### config.mk
export PLATFORM = sky130hd
export DESIGN_NAME = hilbert_depth_to_color_encoder_top
export DESIGN_NICKNAME = d
export VERILOG_FILES = /design/src/hw/rtl/hdc_pkg.sv /design/src/hw/rtl/hilbert_depth_to_color_encoder_top.sv /design/src/hw/rtl/hdc_prep.sv /design/src/hw/rtl/hdc_curve.sv /design/src/hw/rtl/hdc_blend.sv
export SDC_FILE = /design/constraint.sdc
export NUM_CORES = 1
export LEC_CHECK = 0
export ABC_AREA = 1
export BUFFER_PORTS_ARGS = -buffer_cell sky130_fd_sc_hd__clkbuf_2
export CAP_MARGIN = 20
export CELL_PAD_IN_SITES_DETAIL_PLACEMENT = 1
export CELL_PAD_IN_SITES_GLOBAL_PLACEMENT = 1
export CORE_MARGIN = 3
export CORE_UTILIZATION = 51
export DETAILED_ROUTE_END_ITERATION = 10
export PLACE_DENSITY_LB_ADDON = 0.1
export SYNTH_ARGS = -nofsm -noshare
export SYNTH_HDL_FRONTEND = slang
export SYNTH_SLANG_ARGS = --single-unit
### constraint.sdc
create_clock -name clk -period 9.1 [get_ports clk]
set_input_delay 0.91 -clock clk [delete_from_list [all_inputs] [get_ports clk]]
set_output_delay 0.91 -clock clk [all_outputs]
set_load 0.01 [all_outputs]
### src/hw/rtl/hdc_pkg.sv
// Shared types, constants and curve helpers for the Hilbert depth-to-colour encoder.
package hdc_pkg;

  // Field and register widths.
  localparam int VAL_W      = 15;
  localparam int IDX_W      = 14;
  localparam int AXIS_W     = 7;
  localparam int FRAC_W     = 7;
  localparam int CFG_W      = 3;
  localparam int USED_W     = 5;
  localparam int COLOR_BITS = 8;
  localparam int IN_TDATA_W  = 16;
  localparam int OUT_TDATA_W = 16;

  // Curve levels: the first curve stage handles levels below the split, the second the rest.
  localparam int LEVELS      = 7;
  localparam int SPLIT_LEVEL = 4;

  // Reset values of the configuration registers.
  localparam logic [CFG_W-1:0] ALGO_BITS_RST    = 3'd4;
  localparam logic [CFG_W-1:0] SEGMENT_BITS_RST = 3'd4;

  // Configuration register indexes.
  typedef enum logic {
    CFG_ALGO_BITS    = 1'b0,
    CFG_SEGMENT_BITS = 1'b1
  } cfg_reg_t;

  typedef struct packed {
    logic [CFG_W-1:0] algo_bits;
    logic [CFG_W-1:0] segment_bits;
  } cfg_t;

  // Item after the split into fraction and curve indexes.
  typedef struct packed {
    logic [IDX_W-1:0]  idx_a;
    logic [IDX_W-1:0]  idx_b;
    logic [FRAC_W-1:0] frac;
    logic              last;
    logic              oor;
  } prep_t;

  // Item while the curve cells are being built level by level.
  typedef struct packed {
    logic [IDX_W-1:0]  idx_a;
    logic [IDX_W-1:0]  idx_b;
    logic [AXIS_W-1:0] xa;
    logic [AXIS_W-1:0] ya;
    logic [AXIS_W-1:0] xb;
    logic [AXIS_W-1:0] yb;
    logic [FRAC_W-1:0] frac;
    logic              last;
    logic              oor;
  } curve_t;

  typedef struct packed {
    logic [AXIS_W-1:0] x;
    logic [AXIS_W-1:0] y;
  } cell_t;

  // One level of the d2xy walk: rotate or reflect the sub-square, then place it.
  function automatic cell_t hdc_level(cell_t c, logic [1:0] q, logic [2:0] lvl);
    logic              rx;
    logic              ry;
    logic [AXIS_W-1:0] mask;
    logic [AXIS_W-1:0] bit_s;
    logic [AXIS_W-1:0] x;
    logic [AXIS_W-1:0] y;
    logic [AXIS_W-1:0] h;
    cell_t             r;
    rx    = q[1];
    ry    = q[0] ^ q[1];
    bit_s = AXIS_W'(1) << lvl;
    mask  = bit_s - AXIS_W'(1);
    x     = c.x;
    y     = c.y;
    if (!ry) begin
      if (rx) begin
        x = ~x & mask;
        y = ~y & mask;
      end
      h = x;
      x = y;
      y = h;
    end
    if (rx) x = x | bit_s;
    if (ry) y = y | bit_s;
    r.x = x;
    r.y = y;
    return r;
  endfunction

  // Move a scaled coordinate by the fraction towards the next cell.
  function automatic logic [COLOR_BITS-1:0] hdc_step(logic [AXIS_W-1:0] here,
                                                     logic [AXIS_W-1:0] there,
                                                     logic [FRAC_W-1:0] frac,
                                                     logic [CFG_W-1:0] seg);
    logic [COLOR_BITS-1:0] base;
    logic [COLOR_BITS-1:0] f;
    base = COLOR_BITS'(here) << seg;
    f    = COLOR_BITS'(frac);
    if (there > here) return base + f;
    else if (there < here) return base - f;
    else return base;
  endfunction

endpackage

### src/hw/rtl/hilbert_depth_to_color_encoder_top.sv
// Top level of the Hilbert depth-to-colour encoder: configuration and four-stage pipeline.
//
//   Channel  Direction  Handshake              Contents
//   in_      slave      in_tvalid/in_tready    tdata: depth_value
//   out_     master     out_tvalid/out_tready  tdata: color_x, color_y; tuser: out_of_range
//   cfg_     slave      cfg_valid/cfg_ready    cfg_index, cfg_data
//
// An item passes four register stages: split, two groups of curve levels (four, then three)
// and the blend, in that order; the blend register drives the output. One item enters per
// cycle unless a stalled output has backed up the stages.
// A stage takes a new item whenever it is empty or its successor takes its item, so bubbles
// close up behind a stalled output. Reset empties every stage and restores both registers.
// Configuration writes are always accepted and take effect on the next cycle.
module hilbert_depth_to_color_encoder_top import hdc_pkg::*; (
  input  logic                   clk,
  input  logic                   rst_n,
  input  logic                   in_tvalid,
  output logic                   in_tready,
  input  logic [IN_TDATA_W-1:0]  in_tdata,   // [14:0] depth_value, [15] zero
  output logic                   out_tvalid,
  input  logic                   out_tready,
  output logic [OUT_TDATA_W-1:0] out_tdata,  // [7:0] color_x, [15:8] color_y
  output logic                   out_tuser,  // [0] out_of_range
  input  logic                   cfg_valid,
  output logic                   cfg_ready,
  input  logic                   cfg_index,
  input  logic [CFG_W-1:0]       cfg_data
);

  cfg_t                  cfg_r;
  cfg_t                  cfg_nxt;
  logic                  p_valid;
  logic                  p_ready;
  prep_t                 p_data;
  curve_t                c0_in;
  logic                  c0_valid;
  logic                  c0_ready;
  curve_t                c0_data;
  logic                  c1_valid;
  logic                  c1_ready;
  curve_t                c1_data;
  logic [COLOR_BITS-1:0] col_x;
  logic [COLOR_BITS-1:0] col_y;

  // Configuration register writes.
  assign cfg_ready = 1'b1;

  always_comb begin
    cfg_nxt = cfg_r;
    if (cfg_valid) begin
      unique case (cfg_reg_t'(cfg_index))
        CFG_ALGO_BITS:    cfg_nxt.algo_bits    = cfg_data;
        CFG_SEGMENT_BITS: cfg_nxt.segment_bits = cfg_data;
        default:          cfg_nxt = cfg_r;
      endcase
    end
  end

  always_ff @(posedge clk) begin
    if (!rst_n) begin
      cfg_r.algo_bits    <= ALGO_BITS_RST;
      cfg_r.segment_bits <= SEGMENT_BITS_RST;
    end else begin
      cfg_r <= cfg_nxt;
    end
  end

  // Split stage.
  hdc_prep u_prep (
    .clk      (clk),
    .rst_n    (rst_n),
    .cfg      (cfg_r),
    .up_valid (in_tvalid),
    .up_ready (in_tready),
    .up_value (in_tdata[VAL_W-1:0]),
    .dn_valid (p_valid),
    .dn_ready (p_ready),
    .dn_data  (p_data)
  );

  // Both cells start at the origin before the first curve level.
  always_comb begin
    c0_in.idx_a = p_data.idx_a;
    c0_in.idx_b = p_data.idx_b;
    c0_in.xa    = '0;
    c0_in.ya    = '0;
    c0_in.xb    = '0;
    c0_in.yb    = '0;
    c0_in.frac  = p_data.frac;
    c0_in.last  = p_data.last;
    c0_in.oor   = p_data.oor;
  end

  // Lower curve levels.
  hdc_curve #(
    .FIRST_LEVEL (0),
    .LEVEL_COUNT (SPLIT_LEVEL)
  ) u_curve_lo (
    .clk      (clk),
    .rst_n    (rst_n),
    .cfg      (cfg_r),
    .up_valid (p_valid),
    .up_ready (p_ready),
    .up_data  (c0_in),
    .dn_valid (c0_valid),
    .dn_ready (c0_ready),
    .dn_data  (c0_data)
  );

  // Upper curve levels.
  hdc_curve #(
    .FIRST_LEVEL (SPLIT_LEVEL),
    .LEVEL_COUNT (LEVELS - SPLIT_LEVEL)
  ) u_curve_hi (
    .clk      (clk),
    .rst_n    (rst_n),
    .cfg      (cfg_r),
    .up_valid (c0_valid),
    .up_ready (c0_ready),
    .up_data  (c0_data),
    .dn_valid (c1_valid),
    .dn_ready (c1_ready),
    .dn_data  (c1_data)
  );

  // Blend and output register.
  hdc_blend u_blend (
    .clk      (clk),
    .rst_n    (rst_n),
    .cfg      (cfg_r),
    .up_valid (c1_valid),
    .up_ready (c1_ready),
    .up_data  (c1_data),
    .dn_valid (out_tvalid),
    .dn_ready (out_tready),
    .dn_x     (col_x),
    .dn_y     (col_y),
    .dn_oor   (out_tuser)
  );

  assign out_tdata = {col_y, col_x};

endmodule

### src/hw/rtl/hdc_prep.sv
// First pipeline stage: splits the depth value into fraction, curve indexes and range flag.
module hdc_prep import hdc_pkg::*; (
  input  logic             clk,
  input  logic             rst_n,
  input  cfg_t             cfg,
  input  logic             up_valid,
  output logic             up_ready,
  input  logic [VAL_W-1:0] up_value,
  output logic             dn_valid,
  input  logic             dn_ready,
  output prep_t            dn_data
);

  logic              valid_r;
  logic              valid_nxt;
  prep_t             data_r;
  prep_t             data_nxt;
  logic [FRAC_W-1:0] frac_mask;
  logic [IDX_W-1:0]  idx_mask;
  logic [VAL_W-1:0]  shifted;
  logic [USED_W-1:0] used;
  logic [VAL_W-1:0]  keep_mask;

  // Masks follow the configured widths.
  always_comb begin
    frac_mask = (FRAC_W'(1) << cfg.segment_bits) - FRAC_W'(1);
    idx_mask  = (IDX_W'(1) << {cfg.algo_bits, 1'b0}) - IDX_W'(1);
    shifted   = up_value >> cfg.segment_bits;
    used      = USED_W'({cfg.algo_bits, 1'b0}) + USED_W'(cfg.segment_bits);
    if (used >= USED_W'(VAL_W)) keep_mask = '1;
    else keep_mask = (VAL_W'(1) << used) - VAL_W'(1);
  end

  // Next contents of the stage register.
  always_comb begin
    data_nxt.frac  = up_value[FRAC_W-1:0] & frac_mask;
    data_nxt.idx_a = shifted[IDX_W-1:0] & idx_mask;
    data_nxt.idx_b = data_nxt.idx_a + IDX_W'(1);
    data_nxt.last  = (data_nxt.idx_a == idx_mask);
    data_nxt.oor   = |(up_value & ~keep_mask);
  end

  assign up_ready  = !valid_r || dn_ready;
  assign valid_nxt = up_ready ? up_valid : valid_r;

  always_ff @(posedge clk) begin
    if (!rst_n) begin
      valid_r <= 1'b0;
    end else begin
      valid_r <= valid_nxt;
    end
  end

  always_ff @(posedge clk) begin
    if (up_valid && up_ready) begin
      data_r <= data_nxt;
    end
  end

  assign dn_valid = valid_r;
  assign dn_data  = data_r;

endmodule

### src/hw/rtl/hdc_curve.sv
// Curve stage: runs a fixed group of Hilbert levels for the current and the next index.
module hdc_curve import hdc_pkg::*; #(
  parameter int FIRST_LEVEL = 0,
  parameter int LEVEL_COUNT = SPLIT_LEVEL
) (
  input  logic clk,
  input  logic rst_n,
  input  cfg_t cfg,
  input  logic up_valid,
  output logic up_ready,
  input  curve_t up_data,
  output logic dn_valid,
  input  logic dn_ready,
  output curve_t dn_data
);

  logic   valid_r;
  logic   valid_nxt;
  curve_t data_r;
  curve_t data_nxt;

  // Walk the levels of this stage; levels at or above the curve order leave the cells alone.
  always_comb begin
    cell_t ca;
    cell_t cb;
    data_nxt = up_data;
    ca.x = up_data.xa;
    ca.y = up_data.ya;
    cb.x = up_data.xb;
    cb.y = up_data.yb;
    for (int i = 0; i < LEVEL_COUNT; i++) begin
      if (3'(FIRST_LEVEL + i) < cfg.algo_bits) begin
        ca = hdc_level(ca, up_data.idx_a[2*(FIRST_LEVEL+i) +: 2], 3'(FIRST_LEVEL + i));
        cb = hdc_level(cb, up_data.idx_b[2*(FIRST_LEVEL+i) +: 2], 3'(FIRST_LEVEL + i));
      end
    end
    data_nxt.xa = ca.x;
    data_nxt.ya = ca.y;
    data_nxt.xb = cb.x;
    data_nxt.yb = cb.y;
  end

  assign up_ready  = !valid_r || dn_ready;
  assign valid_nxt = up_ready ? up_valid : valid_r;

  always_ff @(posedge clk) begin
    if (!rst_n) begin
      valid_r <= 1'b0;
    end else begin
      valid_r <= valid_nxt;
    end
  end

  always_ff @(posedge clk) begin
    if (up_valid && up_ready) begin
      data_r <= data_nxt;
    end
  end

  assign dn_valid = valid_r;
  assign dn_data  = data_r;

endmodule

### src/hw/rtl/hdc_blend.sv
// Last stage: scales the cell and moves it by the fraction; its register drives the output.
module hdc_blend import hdc_pkg::*; (
  input  logic                  clk,
  input  logic                  rst_n,
  input  cfg_t                  cfg,
  input  logic                  up_valid,
  output logic                  up_ready,
  input  curve_t                up_data,
  output logic                  dn_valid,
  input  logic                  dn_ready,
  output logic [COLOR_BITS-1:0] dn_x,
  output logic [COLOR_BITS-1:0] dn_y,
  output logic                  dn_oor
);

  logic                  valid_r;
  logic                  valid_nxt;
  logic [COLOR_BITS-1:0] x_r;
  logic [COLOR_BITS-1:0] x_nxt;
  logic [COLOR_BITS-1:0] y_r;
  logic [COLOR_BITS-1:0] y_nxt;
  logic                  oor_r;

  // The last index of the curve only moves x, and always upwards.
  always_comb begin
    if (up_data.last) begin
      x_nxt = (COLOR_BITS'(up_data.xa) << cfg.segment_bits) + COLOR_BITS'(up_data.frac);
      y_nxt = COLOR_BITS'(up_data.ya) << cfg.segment_bits;
    end else begin
      x_nxt = hdc_step(up_data.xa, up_data.xb, up_data.frac, cfg.segment_bits);
      y_nxt = hdc_step(up_data.ya, up_data.yb, up_data.frac, cfg.segment_bits);
    end
  end

  assign up_ready  = !valid_r || dn_ready;
  assign valid_nxt = up_ready ? up_valid : valid_r;

  always_ff @(posedge clk) begin
    if (!rst_n) begin
      valid_r <= 1'b0;
    end else begin
      valid_r <= valid_nxt;
    end
  end

  always_ff @(posedge clk) begin
    if (up_valid && up_ready) begin
      x_r   <= x_nxt;
      y_r   <= y_nxt;
      oor_r <= up_data.oor;
    end
  end

  assign dn_valid = valid_r;
  assign dn_x     = x_r;
  assign dn_y     = y_r;
  assign dn_oor   = oor_r;

endmodule

# Yosys cells after proc, flatten, opt, wreduce, memory -nomap -nowiden
# Index checks and enable logic that the tools add are counted.
[word_totals]
ff_bits = 166
output_inout_bits = 20
[classes]
n_addsub = 9
n_lt_le_gt_ge = 12
n_eq_ne = 1
shift = 6
mux = 97
bitwise = 43
n_reduce_logical = 15
[op_table]
columns = ["cell", "count"]
rows = [
  ["$mux W7", 52],
  ["$mux W14", 12],
  ["$mux W8", 8],
  ["$mux W6", 4],
  ["$not A6 Y6", 4],
  ["$mux W5", 4],
  ["$not A5 Y5", 4],
  ["$add A8 B7 Y8", 2],
  ["$mux W4", 4],
  ["$not A4 Y4", 4],
  ["$shl A7 B3 Y8", 2],
  ["$sub A8 B7 Y8", 2],
  ["$and A15 B15 Y15", 1],
  ["$mux W15", 1],
  ["$not A15 Y15", 1],
  ["$reduce_or A15 Y1", 1],
  ["$shl A1 B5 Y15 const A", 1],
  ["$shr A15 B3 Y14", 1],
  ["$sub A15 B2 Y15 const B", 1],
  ["$add A14 B1 Y14 const B", 1],
  ["$and A14 B14 Y14", 1],
  ["$eq A14 B14 Y1", 1],
  ["$gt A7 B7 Y1", 2],
  ["$lt A7 B7 Y1", 2],
  ["21 further kinds", 67],
]

# Longest topological paths before layout
# Gate-level depths: netlist (run 1).
[depth]
word_depth = 18
mapped_depth = 21
mapped_depth_nobuf = 20

# By module
# Synthesis (run 1) repeated with hierarchy kept, for this count alone.
[hier_totals]
hier_cells = 2005
area_unflattened_um2 = 14501.4
[modules_own_cells]
columns = ["module", "instances", "cells_per_inst", "area_per_inst_um2", "seq_area_each_um2"]
rows = [
  ["hdc_curve at u_curve_hi", 1, 566, 4224.1, 1971.9],
  ["hdc_curve at u_curve_lo", 1, 537, 4028.9, 1971.9],
  ["hdc_prep", 1, 412, 3042.9, 1131.1],
  ["hdc_blend", 1, 454, 2952.8, 530.5],
  ["hilbert_depth_to_color_encoder_top", 1, 36, 252.7, 120.1],
]

# Least setup slack after synthesis (run 1)
# Ideal clock, no wire load.
[synth_timing]
kind = "input to register"
start = "in out_tready"
end = "reg u_prep.data_r, in the netlist u_prep.dn_data[0] (enable)"
setup_ns = 0.432
t_arrival_ns = 2.837
t_required_ns = 8.668
setup_slack_ns = 5.831
cell_stages = 8
path_cell_list = "nor2_1 inv_1 nor2_1 inv_1 nor2_1 inv_1 nor2_1 nor2_1"
[synth_between]
elab_chain_len = 5
[synth_lines]
columns = ["element", "line_no", "source"]
rows = [
  ["start: declaration", "hilbert_depth_to_color_encoder_top.sv:21", "input logic out_tready,"],
  ["$logic_or A1 B1 Y1", "hdc_blend.sv:35", "assign up_ready = !valid_r || dn_ready;"],
  ["$logic_or A1 B1 Y1 (2 in a row)", "hdc_curve.sv:43", "assign up_ready = !valid_r || dn_ready;"],
  ["$logic_or A1 B1 Y1", "hdc_prep.sv:43", "assign up_ready = !valid_r || dn_ready;"],
  ["$logic_and A1 B1 Y1", "hdc_prep.sv:55", "if (up_valid && up_ready) begin"],
  ["end signal: assignment", "hdc_prep.sv:56", "data_r <= data_nxt;"],
  ["end: declaration", "hdc_prep.sv:16", "prep_t data_r;"],
]
# No other way between the ends.
# A chain may end at the register's enable or synchronous reset.

# Worst setup path after layout (run 1)
[layout_timing]
start = "reg cfg_r[1] in the netlist's numbering"
end = "reg u_blend.y_r[7], in the netlist u_blend.dn_y[7] (data pin)"
[layout_between]
elab_chain_len = 5
[layout_lines]
columns = ["element", "line_no", "source"]
rows = [
  ["start: declaration", "hilbert_depth_to_color_encoder_top.sv:30", "cfg_t cfg_r;"],
  ["start signal: assignment", "hilbert_depth_to_color_encoder_top.sv:64", "cfg_r <= cfg_nxt;"],
  ["$shl A7 B3 Y8 (*)", "hdc_pkg.sv:100, hdc_blend.sv:28", ""],
  ["$sub A8 B7 Y8", "hdc_pkg.sv:103", "else if (there < here) return base - f;"],
  ["$mux W8", "hdc_pkg.sv:103", ""],
  ["$mux W8", "hdc_pkg.sv:102", "if (there > here) return base + f;"],
  ["$mux W8 (*)", "hdc_blend.sv:26", "if (up_data.last) begin"],
  ["named net u_blend.y_nxt[7]", "hdc_blend.sv:21", "logic [COLOR_BITS-1:0] y_nxt;"],
  ["end signal: assignment", "hdc_blend.sv:49", "y_r <= y_nxt;"],
  ["end: declaration", "hdc_blend.sv:20", "logic [COLOR_BITS-1:0] y_r;"],
]
# Mark *: on every way through the listed nets, which the timed path passes. The rest lies on a longest branch.

==> implementation parameters, run 1 <==
Parameter                              Value

Status
  Run status ... complete, no violations

Logic synthesis
  XOR/XNOR Fraction of Synth Area ... 3.60%
  Post-Synth Simple-Gate Area ... about 27%
  Syn avg cell area ... approximately 7.5 µm²
  Register bit total from synthesis ... roughly 140
  Area of the mapped netlist ... about 10,000 µm²
  Yosys synthesis warning count ... 0
  Number of unique standard cell types used by synthesis ... 48
  Share of synthesized cell area in full adder, half adder and majority cells ... under 10%
  Synth Area in Compound Gates ... between 10 and 15%
  Part of the Yosys area used for sequential elements ... between 30 and 40%
  Total nets after synthesis ... about 1,500
  Combinational family with the most area after synthesis ... simple AND/OR/NAND/NOR gates
  Synth area leader ... sky130_fd_sc_hd__edfxtp_1
  Multiplexer area fraction after synthesis ... less than 1%
  Main area contributors after synthesis ... sky130_fd_sc_hd__edfxtp_1, sky130_fd_sc_hd__nand2_1, sky130_fd_sc_hd__inv_1, sky130_fd_sc_hd__ha_1, sky130_fd_sc_hd__nand3_1
  Fraction of post-synthesis cell area in the top cell type by area ... 36.7%
  Cell count after synthesis ... about 1,400

Route
  Wire length per cell after detailed routing ... 18.1 µm
  Drt first-iter violations ... just over 700
  DRC violations left ... 0
  Post-detailed-route count of antenna-violating nets ... 0
  Total Routed Length ... roughly 30,000 µm
  Routed via count divided by cell count ... between 5 and 6
  Initial DRT Pass Iterations ... 6
  Vias post-DR ... 9,465

Clock network
  Clock edge transition at the registers on the reported setup and hold paths ... ~0.060 ns
  Clk root buf ... sky130_fd_sc_hd__clkbuf_16
  Deepest clock path buffer count ... 2
  Number of setup buffers added after CTS ... 0
  Number of CTS-inserted buffers ... 17
  Number of clock sinks ... around 140
  Number of levels in the clock H-tree ... 4
  CTS tree ... built
  Hold-fix buffer count after cts ... 0
  Cts repair resizes ... 0
  Clock latency on the worst-skew pair ... 0.44 ns

Critical path
  Category of the critical setup timing path ... flop to flop
  Logic depth of the worst register-to-register path ... 18
  Crit-path slowest cell ... sky130_fd_sc_hd__o221ai_1
  CP Data Required Time ... slightly above 9 ns
  Cell repeated most along the worst path ... sky130_fd_sc_hd__nand2_1
  Type of element launching the critical path ... flop
  CP Max Fanout ... 27
  CP endpoint kind ... flop
  Cell breakdown of the critical path ... buf_4 > inv_2 > nor2_2 > inv_1 > o221ai_1 > ha_1 > nand2_1 > inv_1 > nand4_1 > nand3_1 > nand2_1 > nand2_1 > nand2_1 > nand2_1 > o21ai_0 > nand3_1 > nand2_1 > inv_1
  Worst EP arrival ... between 3 and 4 ns
  Slowest cell delay on critical path ... between 0.4 and 0.5 ns

Placement
  DPL Wire Length ... 23,900 µm
  Count of input and output buffers ... 42
  Placer congestion estimate ... approximately 0.88

Timing
  Layout Skew ... 0.00838 ns
  Slew of the pin with the lowest slew margin ... between 0.7 and 0.8 ns
  Final slew viol count ... 0
  Fin crit share ... approximately two fifths
  Total negative setup slack ... 0 ns
  Finish-stage setup viols ... 0
  Worst slew slack as a fraction of its limit ... a little under half
  Final hold violation count ... 0
  Setup repair after global routing missed its margin ... false
  Peak Freq ... about 0.28 GHz
  Post-layout min period ... ~3.5 ns

Floorplan
  Core region area ... 19,800 µm²
  Overall die width ... 149 µm
  Total I/O pin count ... between 40 and 50
  Initial core utilization ... between 50% and 60%
  Total Die Area ... about 22,000 µm²
  Number of rows created at floorplan ... 51
  Height of the die ... 149 µm

Global routing
  Leftover overflow at the end of global routing ... 0
  Global-route usage over all layers ... around 28%
  Vias in the first global route ... 10,000
  Pin count of the biggest net entering global routing ... between 40 and 50
  Wire length of the first global-routing pass ... 50,400 µm
  Number of antenna violations at the first check in global routing ... 0

Power and ir drop
  Power consumption ... ~0.002 W
  Power density normalized to cell area ... about 180 nW/µm²
  Max rail drop VDD ... approximately 140 µV
  Total leakage power ... ~5.3 nW

Layout
  Filler Cell Count ... approximately 2,500
  Area occupied by multi-input gates ... 5410 µm²
  Count of antenna diodes in the layout ... 0
  Ratio of cells with drive above 1 in the final layout ... 11.1%
  Final Net Count ... around 1,500
  Sequential cell area in the final layout ... just over 4000 µm²
  Growth of design area from synthesis to finish ... 9.24%

Worst hold path
  Number of cells on the worst hold path ... 0
  Hold Crit Class ... flop to flop

Flow run
  Number of max-cap violations ... 0
state kept, by name (all words and copies together), names as in the netlist:
name	cells
cfg_r	6
u_blend.dn_oor	1
u_blend.dn_valid	1
u_blend.dn_x	8
u_blend.dn_y	8
u_curve_hi.dn_data	37
u_curve_hi.dn_valid	1
u_curve_lo.dn_data	37
u_curve_lo.dn_valid	1
u_prep.dn_data	37
u_prep.dn_valid	1
placed cells by master (no fill, tap or decap), types with 25 or more instances in the layout:
master / count
sky130_fd_sc_hd__ha_1: 49
sky130_fd_sc_hd__a21oi_1: 65
sky130_fd_sc_hd__nand3_1: 97
sky130_fd_sc_hd__inv_1: 195
sky130_fd_sc_hd__clkbuf_2: 42
sky130_fd_sc_hd__nor2_1: 104
sky130_fd_sc_hd__o21ai_0: 85
sky130_fd_sc_hd__o21ai_1: 25
sky130_fd_sc_hd__nand2_1: 388
sky130_fd_sc_hd__xor2_1: 39
sky130_fd_sc_hd__edfxtp_1: 128
worst max-delay path, delay by kind of cell, from the launching register on:
family | cells | cell delay, ns
AOI/OAI and AO/OA | 2 | 0.74
and+or+nand+nor | 10 | 1.12
DFF | 1 | 0.31
buffers and inverters | 5 | 0.71
adders and majority gates | 1 | 0.39
synth_stat cells, drive strengths merged:
cell type,count
clkinv,1
nand3,101
nor2,125
a22oi,4
a22o,1
conb,1
a21o,3
fa,5
ha,49
a221oi,1
o211ai,11
o22ai,11
nor3,7
mux2i,1
xor2,39
o21a,2
a31oi,2
o2111ai,2
dfxtp,10
and2,1
clkbuf,10
buf,24
or2,5
nand3b,1
nand2,401
a2111oi,1
o31ai,8
o221ai,8
nand4,19
edfxtp,128
inv,210
a21oi,66
xnor2,4
o21ai,129
metrics by stage:
step | utilization, % | hold WS (ns) | setup slack (ns) | instance area (µm²) | cells
after floorplan | - | 0.400 | 5.83 | 10500 | 1391
after global placement | 54.8 | 0.401 | 5.63 | 10800 | 1672
after detailed placement | 54.8 | 0.406 | 5.58 | 10800 | 1672
after CTS | 57.7 | 0.420 | 5.57 | 11400 | 1704
after global routing | 57.8 | 0.426 | 5.29 | 11400 | 1705
final | 57.8 | 0.416 | 5.58 | 11400 | 1705
metal layers:
metal | vias to the layer above | share of wire (%) | global-route usage, %
li1 | 4672 | - | -
met1 | 4518 | 43 | 35.7
met2 | 223 | 50 | 49.9
met3 | 52 | 4.0 | 4.89
met4 | 0 | 2.2 | 8.88
met5 | - | 0 | 0
path summary, 6_finish.rpt:
check,end,slack (ns),from
setup / recovery,u_blend.dn_y[7],5.58,cfg_r[1]
hold / removal,u_curve_hi.dn_data[7],0.42,u_curve_lo.dn_data[7]
setup reg to reg,u_blend.dn_y[7],5.58,cfg_r[1]
hold reg to reg,u_curve_hi.dn_data[7],0.42,u_curve_lo.dn_data[7]
power breakdown:
group          internal [W]  switching [W]  total [W]
Clock              0.000382       0.000300   0.000682
Sequential         0.000756      0.0000302   0.000786
Combinational      0.000175       0.000384   0.000560
Total               0.00131       0.000715    0.00203
cells by family (layout without fill, tap and decap cells):
kind of cell,Yosys count,after routing
flops,138,138
mux,1,1
simple gates,660,660
xor+xnor,43,43
buf+inv,245,294
fa+ha+maj,54,54
other cells,1,1
compound gates,249,249
layout make-up:
type	instances	area share [%]
Clock buffer	18	3.75
Clock inverter	14	1.19
Inverter	211	6.97
Multi-Input combinational cell	1008	47.3
Sequential cell	138	35.4
Tap cell	265	2.90
Timing Repair Buffer	51	2.54
Note: power is estimated with default switching activity, not from simulation.
==> run 2: changes to the inputs <==
Settings changed: CORE_UTILIZATION 51 to 42.
Clock period 9.1 ns to 3.2 ns, I/O delays scaled along.
==> implementation parameters, run 2 (synthesis results as in run 1) <==
Parameter                              Value

Critical path
  Origin of the critical flop-to-flop path ... cfg_r[0]
  Category of the critical setup timing path ... flop to flop
  Family with the most delay on the worst path ... compound AO/OA/AOI/OAI gates
  Crit Reg-Reg Endpoint ... u_blend.dn_x[6]
  Worst EP arrival ... 3.13 ns (-0.59 ns)
  Type of element launching the critical path ... flop
  CP Data Required Time ... 3.38 ns (-5.92 ns)
  Register-to-register setup slack ... 0.26 ns (-5.32 ns)
  Timing startpoint of the critical path ... cfg_r[0]
  CP Max Fanout ... 46 (+70%)
  Logic depth of the worst register-to-register path ... 12 (-6)
  CP endpoint kind ... flop
  Crit-path slowest cell ... sky130_fd_sc_hd__fa_1
  Slowest cell delay on critical path ... 0.42 ns (about the same)
  Cell breakdown of the critical path ... buf_12 > nor2_4 > nand2_1 > nor2_2 > ha_1 > inv_1 > fa_1 > o31ai_1 > a21oi_1 > o21ai_0 > xor2_1 > o21ai_0
  Cell repeated most along the worst path ... sky130_fd_sc_hd__o21ai_0
  Count of buffering cells on the critical path with inverters included ... 2 (-3)

Layout
  Final design instance area without fill ... 11,700 µm² (+2.2%)
  Count of antenna diodes in the layout ... 0 (unchanged)
  Growth of design area from synthesis to finish ... 11.7%
  Ratio of cells with drive above 1 in the final layout ... 12.5% (+1.4 points)
  Top library cells by usage in the layout, fill and taps aside ... sky130_fd_sc_hd__nand2_1, sky130_fd_sc_hd__inv_1, sky130_fd_sc_hd__edfxtp_1, sky130_fd_sc_hd__nor2_1, sky130_fd_sc_hd__nand3_1
  Most common cell after layout, fill and taps aside ... sky130_fd_sc_hd__nand2_1
  Final Net Count ... 1,526 (+1.3%)
  Filler Cell Count ... 3,105 (+22%)
  Area occupied by multi-input gates ... 5410 µm² (+0.14%)
  Sequential cell area in the final layout ... 4040 µm² (unchanged)

Worst hold path
  Startpoint of the most critical hold path ... cfg_data[2]
  Number of cells on the worst hold path ... 3 (+3)
  Hold Crit Class ... input pin to flop
  Endpoint of the worst hold-timing path ... cfg_r[5]

Timing
  Layout Skew ... 0.0109 ns (+0.00255 ns)
  Total negative setup slack ... 0 ns (unchanged)
  Worst slew slack as a fraction of its limit ... 58.2% (+10 points)
  Slew of the pin with the lowest slew margin ... 0.625 ns (-0.156 ns)
  Peak Freq ... 0.340 GHz (+20%)
  Final hold violation count ... 0 (unchanged)
  Fin crit share ... 92.0% (+53 points)
  Finish-stage setup viols ... 0 (unchanged)
  Post-layout min period ... 2.94 ns (-0.579 ns)
  Final slew viol count ... 0 (unchanged)

Global routing
  Vias in the first global route ... 9,623 (-4.0%)
  Global-route usage over all layers ... 23.0% (-5.4 points)
  Pin count of the biggest net entering global routing ... 47 (unchanged)
  Number of antenna violations at the first check in global routing ... 0 (unchanged)
  Wire length of the first global-routing pass ... 48,800 µm (-3.2%)
  Leftover overflow at the end of global routing ... 0 (unchanged)

Clock network
  Deepest clock path buffer count ... 2 (unchanged)
  Number of clock sinks ... 138 (unchanged)
  Number of CTS-inserted buffers ... 17 (unchanged)
  Number of levels in the clock H-tree ... 4 (unchanged)
  Clk root buf ... sky130_fd_sc_hd__clkbuf_16
  CTS tree ... built
  Clock latency on the worst-skew pair ... 0.43 ns (about the same)
  Hold-fix buffer count after cts ... 0 (unchanged)
  Clock edge transition at the registers on the reported setup and hold paths ... 0.07 ns (about the same)

Placement
  Count of input and output buffers ... 42 (unchanged)
  Area after DPL ... 11,100 µm² (+2.4%)
  Placer congestion estimate ... 0.877 (-0.37%)
  DPL Wire Length ... 24,100 µm (+0.85%)

Power and ir drop
  Power density normalized to cell area ... 495 nW/µm² (+180%)
  Max rail drop VDD ... 275 µV (+99%)
  Total leakage power ... 5.44 nW (+2.1%)

Floorplan
  Total Die Area ... 26,900 µm² (+21%)
  Number of rows created at floorplan ... 57 (+12%)
  Initial core utilization ... 42.9% (-10 points)
  Height of the die ... 164 µm (+9.8%)
  Total I/O pin count ... 45 (unchanged)
  Overall die width ... 164 µm (+9.8%)
  Core region area ... 24,400 µm² (+23%)

Route
  Post-detailed-route count of antenna-violating nets ... 0 (unchanged)
  DRC violations left ... 0 (unchanged)
  Routed via count divided by cell count ... 5.26 (-5.3%)
  Initial DRT Pass Iterations ... 5 (-1)
  Vias post-DR ... 9,378 (-0.92%)
  Wire length per cell after detailed routing ... 16.8 µm (-7.1%)
  Drt first-iter violations ... 606 (-14%)
  Total Routed Length ... 29,900 µm (-2.8%)

Flow run
  Number of max-cap violations ... 0 (unchanged)

Status
  Run status ... complete, no violations
==> run 2: worst max path at each step <==
stage / slack [ns] / to / cells after the start
after floorplan: 0.19 / u_prep.dn_data[0] / 17
after global placement: 0.26 / u_prep.dn_data[0] / 15
after detailed placement: 0.22 / u_blend.dn_x[6] / 17
after CTS: 0.18 / u_blend.dn_x[6] / 17
after global routing: -0.0005 / u_blend.dn_x[6] / 12
final: 0.26 / u_blend.dn_x[6] / 12
==> run 2: power breakdown <==
part	switching, W	internal [W]	total [W]
Combinational	0.00106	0.000524	0.00159
Clock	0.000820	0.00115	0.00197
Sequential	0.0000798	0.00215	0.00223
Total	0.00196	0.00383	0.00579
==> run 2: area by class of cell <==
cell class | count | area share, %
Multi-Input combinational cell | 1008 | 46.3
Sequential cell | 138 | 34.6
Inverter | 211 | 6.82
Timing Repair Buffer | 71 | 3.87
Clock buffer | 19 | 3.70
Tap cell | 324 | 3.47
Clock inverter | 13 | 1.24
==> run 2: repair_timing <==
action / CTS / global route
setup buffers: 0 / 0
setup endpoints to repair: 0 / 3
gates resized for setup: 0 / 5
==> run 2: tightest hold or removal path, stage by stage <==
cell and delay (ns):
sky130_fd_sc_hd__clkbuf_2 0.09, sky130_fd_sc_hd__nand2_1 0.05, sky130_fd_sc_hd__o211ai_1 0.07
==> run 2: per-layer routing <==
layer	vias to the layer above	track usage (%)	part of all wire, %
met5	-	0	0
met4	0	5.81	1.3
met3	30	2.90	3.1
met2	151	40.2	49
met1	4496	30.2	46
li1	4701	-	-
==> run 2: stage by stage <==
stage | util, % | hold slack [ns] | power [W] | instances | setup WS, ns
5_1_grt | 47.9 | 0.159 | 0.00614 | 1784 | -0.000524
3_5_place_dp | 45.5 | 0.407 | 0.00385 | 1752 | 0.224
6_report | 47.9 | 0.137 | 0.00579 | 1784 | 0.256
4_1_cts | 47.9 | 0.127 | 0.00583 | 1784 | 0.183
3_3_place_gp | 45.5 | 0.400 | 0.00379 | 1752 | 0.261
2_1_floorplan | - | 0.400 | 0.00341 | 1391 | 0.191
==> run 3: changes to the inputs <==
Settings changed: CORE_UTILIZATION 42 to 43, SYNTH_HIERARCHICAL from default to 1.
==> implementation parameters, run 3 <==
Parameter                              Value

Placement
  Count of input and output buffers ... 42 (unchanged)
  Placement-stage worst setup slack ... 0.162 ns (-0.0625 ns)
  Placer congestion estimate ... 0.878 (+0.13%)
  DPL Wire Length ... 31,400 µm (+31%)

Route
  Routed via count divided by cell count ... 5.24 (-0.24%)
  Total Routed Length ... 39,100 µm (+30%)
  Vias post-DR ... 12,700 (+36%)
  Wire length per cell after detailed routing ... 16.1 µm (-4.1%)
  Drt first-iter violations ... 664 (+9.6%)
  Post-detailed-route count of antenna-violating nets ... 0 (unchanged)
  DRC violations left ... 0 (unchanged)
  Initial DRT Pass Iterations ... 6 (+1)

Critical path
  Cell breakdown of the critical path ... ha_1 > inv_1 > fa_2 > nand2_1 > nor3_2 > inv_1 > ha_1 > nand2_1 > nor2_4 > nand3_1 > nand2_1 > nand4_1 > nand2_1 > nor2_1 > nand3_1
  Logic depth of the worst register-to-register path ... 15 (+3)
  Type of element launching the critical path ... flop
  WP depth ... 15 (+3)
  CP endpoint kind ... flop
  Category of the critical setup timing path ... flop to flop
  Crit Reg-Reg Endpoint ... u_prep/dn_data[0]
  Timing startpoint of the critical path ... cfg_r[1]
  Count of buffering cells on the critical path with inverters included ... 2 (unchanged)
  Origin of the critical flop-to-flop path ... cfg_r[1]
  Cell repeated most along the worst path ... sky130_fd_sc_hd__nand2_1
  Slowest cell delay on critical path ... 0.66 ns (+0.24 ns)
  Register-to-register setup slack ... 0.25 ns (about the same)
  Crit-path slowest cell ... sky130_fd_sc_hd__fa_2
  CP Max Fanout ... 8 (-83%)
  Worst EP arrival ... 3.12 ns (about the same)
  CP Data Required Time ... 3.37 ns (about the same)
  Family with the most delay on the worst path ... simple AND/OR/NAND/NOR gates
  Worst setup path endpoint ... u_prep/dn_data[0]

Worst hold path
  Hold Crit Class ... input pin to flop

Timing
  Layout Skew ... 0.0129 ns (+0.00201 ns)
  Setup repair after global routing missed its margin ... false
  Post-layout min period ... 2.95 ns (+0.00838 ns)
  Worst slew slack as a fraction of its limit ... 30.2% (-28 points)
  Slack of the critical path ... 0.248 ns (-0.00838 ns)
  Total negative setup slack ... 0 ns (unchanged)
  Slew of the pin with the lowest slew margin ... 1.05 ns (+0.422 ns)
  Final slew viol count ... 0 (unchanged)
  Finish-stage setup viols ... 0 (unchanged)
  Fin crit share ... 92.3% (+0.26 points)
  Final hold violation count ... 0 (unchanged)
  Peak Freq ... 0.339 GHz (-0.28%)

Clock network
  Clock edge transition at the registers on the reported setup and hold paths ... 0.07 ns (about the same)
  Number of CTS-inserted buffers ... 17 (unchanged)
  Hold-fix buffer count after cts ... 0 (unchanged)
  Cts repair resizes ... 0 (unchanged)
  Deepest clock path buffer count ... 2 (unchanged)
  Number of setup buffers added after CTS ... 0 (unchanged)
  Number of levels in the clock H-tree ... 4 (unchanged)
  Clk root buf ... sky130_fd_sc_hd__clkbuf_16
  Clock latency on the worst-skew pair ... 0.43 ns (about the same)
  CTS tree ... built
  Number of clock sinks ... 150 (+8.7%)

Layout
  Ratio of cells with drive above 1 in the final layout ... 11.3% (-1.2 points)
  Most common cell after layout, fill and taps aside ... sky130_fd_sc_hd__nand2_1
  Number of flip-flops in the largest register ... between 40 and 50
  Growth of design area from synthesis to finish ... 9.38%
  Top library cells by usage in the layout, fill and taps aside ... sky130_fd_sc_hd__nand2_1, sky130_fd_sc_hd__nand3_1, sky130_fd_sc_hd__inv_1, sky130_fd_sc_hd__edfxtp_1, sky130_fd_sc_hd__nor2_1
  Final Net Count ... 2,103 (+38%)
  Count of antenna diodes in the layout ... 0 (unchanged)

Floorplan
  Initial core utilization ... 44.0% (+1.1 points)
  Total I/O pin count ... 45 (unchanged)
  Total Die Area ... 32,800 µm² (+22%)
  Overall die width ... 181 µm (+11%)
  Height of the die ... 181 µm (+11%)
  Number of rows created at floorplan ... 63 (+11%)
  Core region area ... 30,000 µm² (+23%)

Global routing
  Number of antenna violations at the first check in global routing ... 0 (unchanged)
  Global-route usage over all layers ... 23.7% (+0.70 points)
  Vias in the first global route ... 12,900 (+34%)
  Wire length of the first global-routing pass ... 64,700 µm (+32%)
  Pin count of the biggest net entering global routing ... 50 (+6.4%)
  Leftover overflow at the end of global routing ... 0 (unchanged)

Logic synthesis
  Cell count after synthesis ... 1,961 (+41%)
  Area of the mapped netlist ... 13,200 µm² (+26%)
  Syn avg cell area ... 6.72 µm² (-11%)
  Yosys synthesis warning count ... 6 (+6)

Power and ir drop
  Total leakage power ... 7.20 nW (+33%)
  Power density normalized to cell area ... 462 nW/µm² (-6.7%)
  Max rail drop VDD ... 331 µV (+20%)

Status
  Run status ... complete, no violations

Flow run
  Number of max-cap violations ... 0 (unchanged)
run 3: layer usage:
| layer | vias to the layer above | wire [µm] | track usage, % | share of wire, % |
|---|---|---|---|---|
| met3 | 33 | 920 | 2.23 | 2.4 |
| met4 | 0 | 591 | 5.67 | 1.5 |
| met1 | 6062 | 18000 | 30.8 | 46 |
| met2 | 152 | 19600 | 42.5 | 50 |
| met5 | - | 0 | 0 | 0 |
| li1 | 6480 | - | - | - |
run 3: worst min path at each step:
stage,from,to,slack [ns],cells past startpoint
2_1_floorplan,u_curve_hi/dn_data[0],u_blend/dn_oor,0.40,0
3_3_place_gp,u_curve_lo/dn_data[6],u_curve_hi/dn_data[6],0.40,0
3_5_place_dp,u_prep/dn_data[2],u_curve_lo/dn_data[2],0.41,0
4_1_cts,cfg_data[2],cfg_r[2],0.11,3
5_1_grt,cfg_data[2],cfg_r[2],0.14,3
6_report,cfg_data[2],cfg_r[2],0.13,3
run 3: worst register-to-register path, stage by stage (launching register included):
cell	delay (ns)
sky130_fd_sc_hd__dfxtp_1	0.35
sky130_fd_sc_hd__ha_1	0.18
sky130_fd_sc_hd__inv_1	0.08
sky130_fd_sc_hd__fa_2	0.66
sky130_fd_sc_hd__nand2_1	0.11
sky130_fd_sc_hd__nor3_2	0.20
sky130_fd_sc_hd__inv_1	0.06
sky130_fd_sc_hd__ha_1	0.22
sky130_fd_sc_hd__nand2_1	0.18
sky130_fd_sc_hd__nor2_4	0.09
sky130_fd_sc_hd__nand3_1	0.09
sky130_fd_sc_hd__nand2_1	0.05
sky130_fd_sc_hd__nand4_1	0.07
sky130_fd_sc_hd__nand2_1	0.07
sky130_fd_sc_hd__nor2_1	0.18
sky130_fd_sc_hd__nand3_1	0.10
run 3: cell type report:
type | instances | area [µm²]
clock buffers | 19 | 443
clock inverters | 13 | 113
fillers | 4000 | 15500
inverters | 259 | 988
multi-input cells | 1531 | 7600
flip-flops and latches | 150 | 4410
well taps | 390 | 488
repair buffers | 65 | 383
run 3: power breakdown:
| part | total [W] | internal, W | leakage, nW | switching, W |
|---|---|---|---|---|
| clock | 0.00193 | 0.00104 | 0.270 | 0.000889 |
| sequential | 0.00248 | 0.00236 | 1.41 | 0.000120 |
| combinational | 0.00225 | 0.000698 | 5.52 | 0.00156 |
run 3: metrics by stage:
stage               cells  power, W  utilization [%]  area (µm²)  hold slack (ns)
global placement     2395   0.00459             46.2       13800            0.401
floorplan            1998   0.00416                -       13300            0.400
detailed placement   2395   0.00469             46.2       13800            0.405
CTS                  2427   0.00664             48.1       14400            0.105
finish               2427   0.00666             48.1       14400            0.128
global route         2427   0.00712             48.1       14400            0.143
